`src/vfpq_pkg.sv`:
```
// ----------------------------------------------------------------------------
// vfpq_pkg
// Shared types and constants of the video frame presentation queue.
// ----------------------------------------------------------------------------
package vfpq_pkg;

	localparam int DEF_QUEUE_DEPTH = 128;
	localparam int DEF_TIME_BITS   = 32;

	// Stream payload widths
	localparam int IN_DATA_W  = 80;
	localparam int IN_USER_W  = 2;
	localparam int OUT_DATA_W = 72;
	localparam int CFG_IDX_W  = 3;
	localparam int CFG_DATA_W = 31;

	// Operation codes carried in the input tuser
	localparam logic [1:0] FUNC_PUSH  = 2'd0;
	localparam logic [1:0] FUNC_TICK  = 2'd1;
	localparam logic [1:0] FUNC_CLEAR = 2'd2;

	// Register indexes
	localparam logic [CFG_IDX_W-1:0] CFG_QUEUE_LIMIT = 3'd0;
	localparam logic [CFG_IDX_W-1:0] CFG_LATE_DROP   = 3'd1;
	localparam logic [CFG_IDX_W-1:0] CFG_AHEAD_TOL   = 3'd2;
	localparam logic [CFG_IDX_W-1:0] CFG_DEAD_ZONE   = 3'd3;
	localparam logic [CFG_IDX_W-1:0] CFG_MAX_CORR    = 3'd4;
	localparam logic [CFG_IDX_W-1:0] CFG_DURATION    = 3'd5;

	// Register reset values
	localparam logic [7:0]  RST_QUEUE_LIMIT = 8'd90;
	localparam logic [15:0] RST_LATE_DROP   = 16'd120;
	localparam logic [9:0]  RST_AHEAD_TOL   = 10'd5;
	localparam logic [9:0]  RST_DEAD_ZONE   = 10'd8;
	localparam logic [9:0]  RST_MAX_CORR    = 10'd40;
	localparam logic [30:0] RST_DURATION    = 31'd0;

	typedef struct packed {
		logic load;
		logic clear;
		logic bypass;
		logic push;
		logic pop_drop;
		logic show;
		logic corr_sum;
		logic corr_upd;
		logic emit;
	} dp_cmd_t;

	typedef struct packed {
		logic cnt_zero;
		logic over_limit;
		logic late;
		logic due;
		logic err_big;
	} dp_status_t;

endpackage

```
`src/vfpq_ctrl.sv`:
```
// ----------------------------------------------------------------------------
// vfpq_ctrl
// Sequencer: decodes each request and steps the datapath through it.
// ----------------------------------------------------------------------------
module vfpq_ctrl (
	input  logic                 clk,
	input  logic                 arst_n,
	input  logic                 in_valid,
	output logic                 in_ready,
	input  logic [1:0]           in_func,
	input  logic                 in_playing,
	output logic                 out_valid,
	input  logic                 out_ready,
	output vfpq_pkg::dp_cmd_t    cmd,
	input  vfpq_pkg::dp_status_t sts
);
	import vfpq_pkg::*;

	typedef enum logic [7:0] {
		ST_IDLE   = 8'b0000_0001,
		ST_BYPASS = 8'b0000_0010,
		ST_PUSH   = 8'b0000_0100,
		ST_RD     = 8'b0000_1000,
		ST_EV     = 8'b0001_0000,
		ST_CORR_A = 8'b0010_0000,
		ST_CORR_B = 8'b0100_0000,
		ST_FIN    = 8'b1000_0000
	} state_t;

	state_t state_q, state_nxt;
	logic   out_valid_q;
	logic   accept;

	assign in_ready  = (state_q == ST_IDLE);
	assign accept    = in_valid && in_ready;
	assign out_valid = out_valid_q;

	always_comb begin
		cmd       = '0;
		state_nxt = state_q;
		unique case (state_q)
			ST_IDLE: begin
				if (accept) begin
					cmd.load = 1'b1;
					case (in_func)
						FUNC_PUSH: state_nxt = in_playing ? ST_PUSH : ST_BYPASS;
						FUNC_TICK: begin
							if (in_playing) state_nxt = ST_RD;
						end
						FUNC_CLEAR: cmd.clear = 1'b1;
						default: ;
					endcase
				end
			end
			ST_BYPASS: begin
				cmd.bypass = 1'b1;
				state_nxt  = ST_FIN;
			end
			ST_PUSH: begin
				cmd.push  = 1'b1;
				state_nxt = ST_FIN;
			end
			// head entry is read out while in this state
			ST_RD: state_nxt = sts.cnt_zero ? ST_FIN : ST_EV;
			ST_EV: begin
				if (sts.over_limit || sts.late) begin
					cmd.pop_drop = 1'b1;
					state_nxt    = ST_RD;
				end else if (sts.due) begin
					cmd.show  = 1'b1;
					state_nxt = ST_CORR_A;
				end else begin
					state_nxt = ST_FIN;
				end
			end
			ST_CORR_A: begin
				cmd.corr_sum = 1'b1;
				state_nxt    = sts.err_big ? ST_CORR_B : ST_FIN;
			end
			ST_CORR_B: begin
				cmd.corr_upd = 1'b1;
				state_nxt    = ST_FIN;
			end
			ST_FIN: begin
				// hold until the output register is free
				if (!out_valid_q || out_ready) begin
					cmd.emit  = 1'b1;
					state_nxt = ST_IDLE;
				end
			end
			default: state_nxt = ST_IDLE;
		endcase
	end

	always_ff @(posedge clk or negedge arst_n) begin
		if (!arst_n) begin
			state_q     <= ST_IDLE;
			out_valid_q <= 1'b0;
		end else begin
			state_q <= state_nxt;
			if (cmd.emit) begin
				out_valid_q <= 1'b1;
			end else if (out_ready) begin
				out_valid_q <= 1'b0;
			end
		end
	end

endmodule

```
`config.mk`:
```
export PLATFORM = sky130hd
export DESIGN_NAME = vfpq_ctrl
export DESIGN_NICKNAME = d
export VERILOG_FILES = /design/src/vfpq_pkg.sv /design/src/vfpq_ctrl.sv
export SDC_FILE = /design/constraint.sdc
export NUM_CORES = 1
export LEC_CHECK = 0
export CORE_ASPECT_RATIO = 1.75
export CORE_MARGIN = 4
export CORE_UTILIZATION = 25
export CTS_CLUSTER_DIAMETER = 40
export CTS_CLUSTER_SIZE = 25
export DETAILED_ROUTE_END_ITERATION = 16
export DONT_BUFFER_PORTS = 1
export HOLD_SLACK_MARGIN = 0.05
export PLACE_DENSITY = 0.36
export SYNTH_ARGS = -nofsm -noshare
export SYNTH_HDL_FRONTEND = slang
export SYNTH_SLANG_ARGS = --single-unit
```
`constraint.sdc`:
```
create_clock -name clk -period 2.1 [get_ports clk]
set_input_delay 0.105 -clock clk [delete_from_list [all_inputs] [get_ports clk]]
set_output_delay 0.105 -clock clk [all_outputs]
set_load 0.02 [all_outputs]
```
# Word level (Yosys, flattened, before mapping)
# Index checks and enable logic that the tools add are counted.
# word_totals
input_bits,12
word_cells,49
output_inout_bits,11
reg_bits,9
# classes
n_reduce_logical,8
mux,25
eq_ne,14
# ops
operator,n
8-bit 2-to-1 mux,7
8-bit one-hot mux with 6 select lines,1
8-bit one-hot mux with 2 select lines,1
1-bit 2-to-1 mux,12
"8-bit by 1-bit equality test with 1-bit output, second input constant",1
"8-bit by 2-bit equality test with 1-bit output, second input constant",1
"8-bit by 3-bit equality test with 1-bit output, second input constant",1
"8-bit by 4-bit equality test with 1-bit output, second input constant",1
"8-bit by 5-bit equality test with 1-bit output, second input constant",1
"8-bit by 6-bit equality test with 1-bit output, second input constant",1
"8-bit by 7-bit equality test with 1-bit output, second input constant",1
"8-bit equality test, second input constant",1
2-bit 2-to-1 mux,3
4-bit AND reduction,1
3-bit 2-to-1 mux,1
"3-bit by 1-bit inequality test with 1-bit output, second input constant",1
"3-bit inequality test, second input constant",1
3-bit OR reduction,1
"2-bit by 1-bit equality test with 1-bit output, second input constant",1
"2-bit equality test, second input constant",1
2-bit zero test,1
1-bit logical OR,2
"2-bit by 1-bit inequality test with 1-bit output, second input constant",1
"2-bit inequality test, second input constant",1
3 further kinds,3

# Longest topological paths before layout
# Gate-level depths: netlist of run 1.
# depth
depth_word,5
ltp_mapped,6
ltp_nobuf,5

# Least setup slack after synthesis of run 1
# No wires, ideal clock.
# synth_timing
path_type,reg-to-output
from,register state_q[0]
to,output cmd[7] (netlist bit)
n_path_buf,1
arrival_time_ns,2.066
required_ns,1.995
path_stages_with_launch,6
setup_slack_ns,-0.071
path_cell_list,dfstp_2 -> clkbuf_1 -> nor4b_1 -> nor2b_2 -> nand2_1 -> nor3b_1
# synth_rtl
element,line,rtl
from (decl),vfpq_ctrl.sv:30,"state_t state_q, state_nxt;"
from (signal assigned),vfpq_ctrl.sv:100,state_q <= state_nxt;
to (decl),vfpq_ctrl.sv:14,"output vfpq_pkg::dp_cmd_t cmd,"

==> impl_metrics.toml, run 1 <==
[power]
cellPowerDensity_nw_per_um2 = 849
worst_vdd_rail_ir_drop_v = 0.000376
power.static_leakage_uw = 0.000412

[clocking]
clock_path_buffers = 2
cts.clk_slew.worst_paths_ns = 0.04
clock_sinks = 9
cts_root_buffer = "sky130_fd_sc_hd__clkbuf_8"
cts-htree-levels = 1
worst_skew_pair.late_latency_ns = 0.24
cts_buffers = 3
tritoncts = "done"

[yosys]
synth_fp_nets = 81
syn_inst = 69
synth-edff-count = 0
synth.ff_latch_count = 9
top_area_cell_type_share_of_the_netlist_area_pct = 33.7
synthesis.area_um2 = 594
yosys.cell_types.count = 32
synth_flop_cell = "sky130_fd_sc_hd__dfrtp_1"
synthesis.area_per_instance_um2 = 8.61
ys_seq_area_share_pct = 38.1
async_flop_share_pct = 100
synth_top_area_cells = "sky130_fd_sc_hd__dfrtp_1 34%, sky130_fd_sc_hd__nor4b_1 7.4%, sky130_fd_sc_hd__dfstp_2 4.4%, sky130_fd_sc_hd__nor2_1 4.4%, sky130_fd_sc_hd__nand2b_1 4.2%"
netlist.top_cell.by_area = "sky130_fd_sc_hd__dfrtp_1"
count_of_synthesis_stage_warnings_from_yosys = 0

[critical_path]
worstSetupEndpointType = "output port"
critical-path-top-delay-family = "simple AND/OR/NAND/NOR gates"
cp.arrival_ns = 2.05
timing.critical_path.slowest_stage_cell = "sky130_fd_sc_hd__or4b_4"
cp-start-kind = "register"
cp_max_fo = 4
cp_num_buf_inv = 1
timing.rr.end = "state_q[3]"
crit_path_cell_trace = "or2_1 > or4_4 > or4b_4 > nor2b_1 > buf_4"
r2r-start = "state_q[5]"
reg2reg_setup_slack_ns = 0.22
worstSetupPathType = "register to output port"
timing.reg2reg.worst_path_depth = 6
worst_path_largest_cell_delay_ns = 0.51
crit_required_ns = 2.00

[sta]
final_max_slew_viol_count = 0
hold_viol_final = 0
finalClockSkew_ns = 0.00485
rsz0062_at_grt = "true"
worst_slew_margin_rel_pct = 64.4
tightestPinTransition_ns = 0.529
timing.fmax_mhz = 464
post_route_clock_period_utilization_pct = 103
period_minus_slack_ns = 2.16
finalWorstSetupSlack_ns = -0.0557
report.final.setup_viol = 1

[layout]
finish.instance_area_um2 = 861
nets = 105
antenna_cells_inserted = 0
layout.cells.most_common = "sky130_fd_sc_hd__buf_4"
most_frequent_cells_in_the_layout = "14 x sky130_fd_sc_hd__buf_4, 8 x sky130_fd_sc_hd__dfrtp_1, 7 x sky130_fd_sc_hd__nor2_1, 7 x sky130_fd_sc_hd__dlygate4sd3_1, 5 x sky130_fd_sc_hd__nand2_1"
flow.area_growth_from_synthesis_pct = 44.8
post_route_cells_drive_above_1_share_pct = 28.3

[outcome]
violations = "setup timing"
status = "finished, violations left"

[global_route]
antenna_found_initial = 0
grt_remaining_overflow = 0
grt_max_degree = 10
grt_first_pass_wirelength_mm = 3.04
grt_util_all_layers_pct = 13.3
grt_pass1_vias = 645

[die]
floorplan.core_area_um2 = 2270
floorplan.initialDensity_pct = 26.1
dieArea_um2 = 3250
die_y_um = 72.5
floorplan.die.width_um = 44.9
floorplan.io_pins = 23
std_cell_rows = 23

[routing]
post_drt_wl_per_cell_um = 16.8
drtPass1Iterations = 4
routed-wl-met3_um = 148
via_per_inst = 5.35
met1Wirelength_um = 678
routed-via-count = 626
topRoutingLayerUsed = "met4"
wl_met2_mm = 1.08
detailedRoute.firstIterationViolations = 10
post_detailed_route_count_of_antenna_violating_nets = 0
drc = 0
route.final.wire_length_mm = 1.96

[placement]
place.port_buffers = 0
hpwl_mm = 1.50
dp_slack_ns = 0.171
placed_cell_area_um2 = 721
place_congestion = 0.757

[hold_path]
timing.hold.worst_endpoint = "state_q[4]"
hold_path_class = "input port to register"
min_path_cells = 2
source_of_the_worst_hold_timing_path = "sts[4]"

[run]
max-cap-violations = 0
==> area by class of cell <==
| class | count | area (um2) |
|---|---|---|
| inverters | 3 | 11.3 |
| well taps | 25 | 31.3 |
| multi-input cells | 55 | 372 |
| clock buffers | 4 | 45.0 |
| fillers | 244 | 1410 |
| flip-flops and latches | 9 | 226 |
| repair buffers | 21 | 175 |
==> where the power goes <==
group / switching, uW / internal [uW]
Combinational: 161 / 130
Sequential: 31.3 / 199
Clock: 76.3 / 133
==> logic make-up (layout without fill, tap and decap cells) <==
family                    after synthesis  after routing  share of synthesized area (%)
AOI/OAI and AO/OA                      10             10                           10.9
xor gates and xnor gates                2              2                           2.95
buffers and inverters                   5             28                           3.16
DFF                                     9              9                           38.1
and+or+nand+nor                        43             43                           44.8
==> how the worst max path moves through the flow <==
stage / start / to / cells past startpoint
2_1_floorplan: state_q[5] / cmd[0] / 4
3_3_place_gp: state_q[4] / cmd[0] / 5
3_5_place_dp: state_q[4] / cmd[0] / 5
4_1_cts: state_q[5] / cmd[0] / 5
5_1_grt: state_q[5] / cmd[0] / 5
6_report: state_q[5] / cmd[0] / 5
==> stage by stage <==
| stage | instances | total power, uW | TNS (ns) | hold slack, ns | utilization (%) |
|---|---|---|---|---|---|
| finish | 117 | 731 | -0.0557 | 0.0573 | 37.9 |
| global route | 117 | 775 | -0.120 | 0.0595 | 37.9 |
| CTS | 116 | 720 | -0.0635 | 0.0622 | 36.9 |
| detailed placement | 105 | 488 | 0 | -0.190 | 31.7 |
| global placement | 105 | 492 | 0 | -0.190 | 31.7 |
| floorplan | 69 | 410 | 0 | -0.191 | - |
==> Yosys cell counts (2+ instances only) <==
master	count
sky130_fd_sc_hd__dfrtp_1	8
sky130_fd_sc_hd__nor2_1	7
sky130_fd_sc_hd__nand2_1	6
sky130_fd_sc_hd__nor4b_1	5
sky130_fd_sc_hd__nand2b_1	4
sky130_fd_sc_hd__inv_1	3
sky130_fd_sc_hd__nor3_1	3
sky130_fd_sc_hd__nor4_1	3
sky130_fd_sc_hd__o21ai_0	3
sky130_fd_sc_hd__a21oi_1	2
sky130_fd_sc_hd__clkbuf_1	2
sky130_fd_sc_hd__nand3b_1	2
sky130_fd_sc_hd__nor2b_1	2
==> timing repair <==
action,in CTS,in global routing
pin swaps,1,0
setup buffers,1,0
setup endpoints to repair,2,4
hold buffers,6,1
endpoints found under the hold margin,15,1
gates resized for setup,1,3
==> sequential cells by signal, indices dropped and copies added, names as in the netlist <==
name,flops
state_q,8
out_valid,1
==> layer usage <==
layer  GRT usage, %  up-vias
met4           9.45        0
met5              0        -
met3           3.97        5
li1               -      298
met2           22.9       23
met1           12.9      300
(Power assumes the default switching activity.)
==> inputs of run 2 (changes only) <==
- ABC_AREA: not set -> 1
- CORE_AREA: not set -> 4 4 41 43
- CORE_ASPECT_RATIO: 1.75 -> not set
- CORE_MARGIN: 4 -> not set
- CORE_UTILIZATION: 25 -> not set
- DIE_AREA: not set -> 0 0 45 47
- PLACE_DENSITY: 0.36 -> 0.63
==> impl_metrics.toml, run 2 <==
[yosys]
synthesis.area_per_instance_um2 = 6.50
async_flop_share_pct = 100
top_area_cell_type_share_of_the_netlist_area_pct = 29.9
ys_seq_area_share_pct = 33.8
syn_inst = 103
synth.ff_latch_count = 9
count_of_synthesis_stage_warnings_from_yosys = 0
yosys.cell_types.count = 18
synth_flop_cell = "sky130_fd_sc_hd__dfrtp_1"
synth_top_area_cells = "sky130_fd_sc_hd__dfrtp_1 30%, sky130_fd_sc_hd__inv_1 13%, sky130_fd_sc_hd__nor2_1 13%, sky130_fd_sc_hd__nand2_1 11%, sky130_fd_sc_hd__nand2_2 4.7%"
synthesis.area_um2 = 669
synth_fp_nets = 115
synth-edff-count = 0
ys_top_cells_by_count = "24 x sky130_fd_sc_hd__inv_1, 24 x sky130_fd_sc_hd__nor2_1, 19 x sky130_fd_sc_hd__nand2_1"
netlist.top_cell.by_area = "sky130_fd_sc_hd__dfrtp_1"

[sta]
worst_slew_margin_rel_pct = 73.2
final_max_slew_viol_count = 0
setup_tns_ns = 0
finalClockSkew_ns = 0.00352
tightestPinTransition_ns = 0.400
post_route_clock_period_utilization_pct = 85.7
hold_viol_final = 0
rsz0062_at_grt = "false"
final_hold_slack_ns = 0.0558
finalWorstSetupSlack_ns = 0.300
timing.fmax_mhz = 556
report.final.setup_viol = 0
period_minus_slack_ns = 1.80

[critical_path]
crit_path_cell_trace = "inv_1 > nor2_1 > nand2_2 > nor2_8 > inv_1 > nor4_1 > buf_4"
cp-start-kind = "register"
crit_required_ns = 2.00
critical-path-top-delay-family = "simple AND/OR/NAND/NOR gates"
cp.arrival_ns = 1.69
cp_num_buf_inv = 3
worst_path_largest_cell_delay_ns = 0.55
timing.critical_path.slowest_stage_cell = "sky130_fd_sc_hd__dfstp_2"
critPathMostFrequentCell = "sky130_fd_sc_hd__inv_1"
cp_max_fo = 8
worstSetupPathType = "register to output port"
worstSetupEndpointType = "output port"

[layout]
fillerInstances = 138
largest-register = "state_q"
finish.instance_area_um2 = 800
flow.area_growth_from_synthesis_pct = 19.4
most_frequent_cells_in_the_layout = "24 x sky130_fd_sc_hd__nor2_1, 24 x sky130_fd_sc_hd__inv_1, 19 x sky130_fd_sc_hd__nand2_1"
nets = 129
post_route_cells_drive_above_1_share_pct = 18.1
antenna_cells_inserted = 0
largest_register_ff_count = 8

[power]
total_power_uw = 1000
worst_vdd_rail_ir_drop_v = 0.000732
power.static_leakage_uw = 0.000464
cellPowerDensity_nw_per_um2 = 1250

[routing]
post_detailed_route_count_of_antenna_violating_nets = 0
post_drt_wl_per_cell_um = 11.1
drtPass1Iterations = 4
drc = 0
detailedRoute.firstIterationViolations = 10
routed-via-count = 641
route.final.wire_length_mm = 1.46
via_per_inst = 4.89

[hold_path]
hold_path_class = "input port to register"

[global_route]
grt_pass1_vias = 561
grt_most_used_layer = "met2"
grt_remaining_overflow = 0
global_route.usage.met2_pct = 26.3
grt_use_met3_pct = 3.45
grt_max_degree = 10
met1_track_usage_gr_pct = 17.6
antenna_found_initial = 0
grt_util_all_layers_pct = 15.8
grt_first_pass_wirelength_mm = 2.29

[die]
floorplan.io_pins = 23
dieArea_um2 = 2120
floorplan.initialDensity_pct = 51.4
die_y_um = 47
floorplan.core_area_um2 = 1300
std_cell_rows = 13
floorplan.die.width_um = 45

[outcome]
status = "finished clean"

[clocking]
clock_path_buffers = 2
cts_root_buffer = "sky130_fd_sc_hd__clkbuf_4"
tritoncts = "done"
cts-htree-levels = 1
cts.clk_slew.worst_paths_ns = 0.06
worst_skew_pair.late_latency_ns = 0.26
clock_sinks = 9
post-cts-setup-buffers = 0
cts_buffers = 3

[placement]
place_congestion = 0.781
dp_slack_ns = 0.583
place.port_buffers = 0
hpwl_mm = 1.16
placed_cell_area_um2 = 703

[run]
max-cap-violations = 0
==> run 2: cell count changes after synthesis, moves of 3 or more <==
cell                       delta
sky130_fd_sc_hd__inv_1       +21
sky130_fd_sc_hd__nand2_1     +13
sky130_fd_sc_hd__nand2_2      +5
sky130_fd_sc_hd__nand2b_1     -4
sky130_fd_sc_hd__nand3_1      +3
sky130_fd_sc_hd__nor2_1      +17
sky130_fd_sc_hd__nor4b_1      -5
==> run 2: logic make-up (layout without fill, tap and decap cells) <==
logic type / count (synthesis) / in the layout / synth area share [%]
buffers and inverters: 26 / 39 / 14.6
DFF: 9 / 9 / 33.8
and+or+nand+nor: 66 / 66 / 50.1
AOI/OAI and AO/OA: 2 / 2 / 1.49
==> run 2: path summary, 6_finish.rpt <==
path,cells after the start,end,from,slack (ns)
setup / recovery,7,cmd[7],state_q[0],0.30
hold / removal,3,state_q[5],sts[3],0.06
setup reg to reg,8,state_q[0],state_q[1],0.68
hold reg to reg,2,state_q[0],state_q[0],0.49
max in group asynchronous,1,state_q[0],arst_n,1.58
min in group asynchronous,1,state_q[5],arst_n,0.20
==> run 2: layer usage <==
layer / wire length (um) / up-vias / share of wire (%)
li1: - / 332 / -
met2: 683 / 28 / 47
met1: 633 / 276 / 43
met4: 44 / 0 / 3.0
met3: 98 / 5 / 6.7
met5: 0 / - / 0
==> run 2: worst min-delay path, cell delays in order <==
cell,delay [ns]
sky130_fd_sc_hd__nor2_1,0.03
sky130_fd_sc_hd__inv_1,0.08
sky130_fd_sc_hd__nor4_1,0.06
==> run 2: layout make-up <==
class	count	area (um2)	share of cell area (%)
Inverter	26	97.6	12.2
Clock buffer	4	26.3	3.29
Timing Repair Buffer	9	85.1	10.6
Tap cell	15	18.8	2.35
Sequential cell	9	226	28.3
Multi-Input combinational cell	68	345	43.2
==> run 2: repair_timing <==
action,in CTS,in global routing
hold buffers,6,1
gates resized for setup,0,0
endpoints found under the hold margin,14,1
==> run 2: power breakdown <==
part           switching [uW]  internal [uW]  total, uW  leakage (uW)
combinational             407            172        579      0.000328
clock                    61.2           73.3        134     0.0000150
sequential               56.5            232        288      0.000121
total                     525            477       1000      0.000464
==> run 2: metrics by stage <==
step | utilization (%) | cells
final | 61.4 | 131
after global placement | 54.0 | 120
after floorplan | - | 103
after CTS | 60.7 | 130
after detailed placement | 54.0 | 120
after global routing | 61.4 | 131
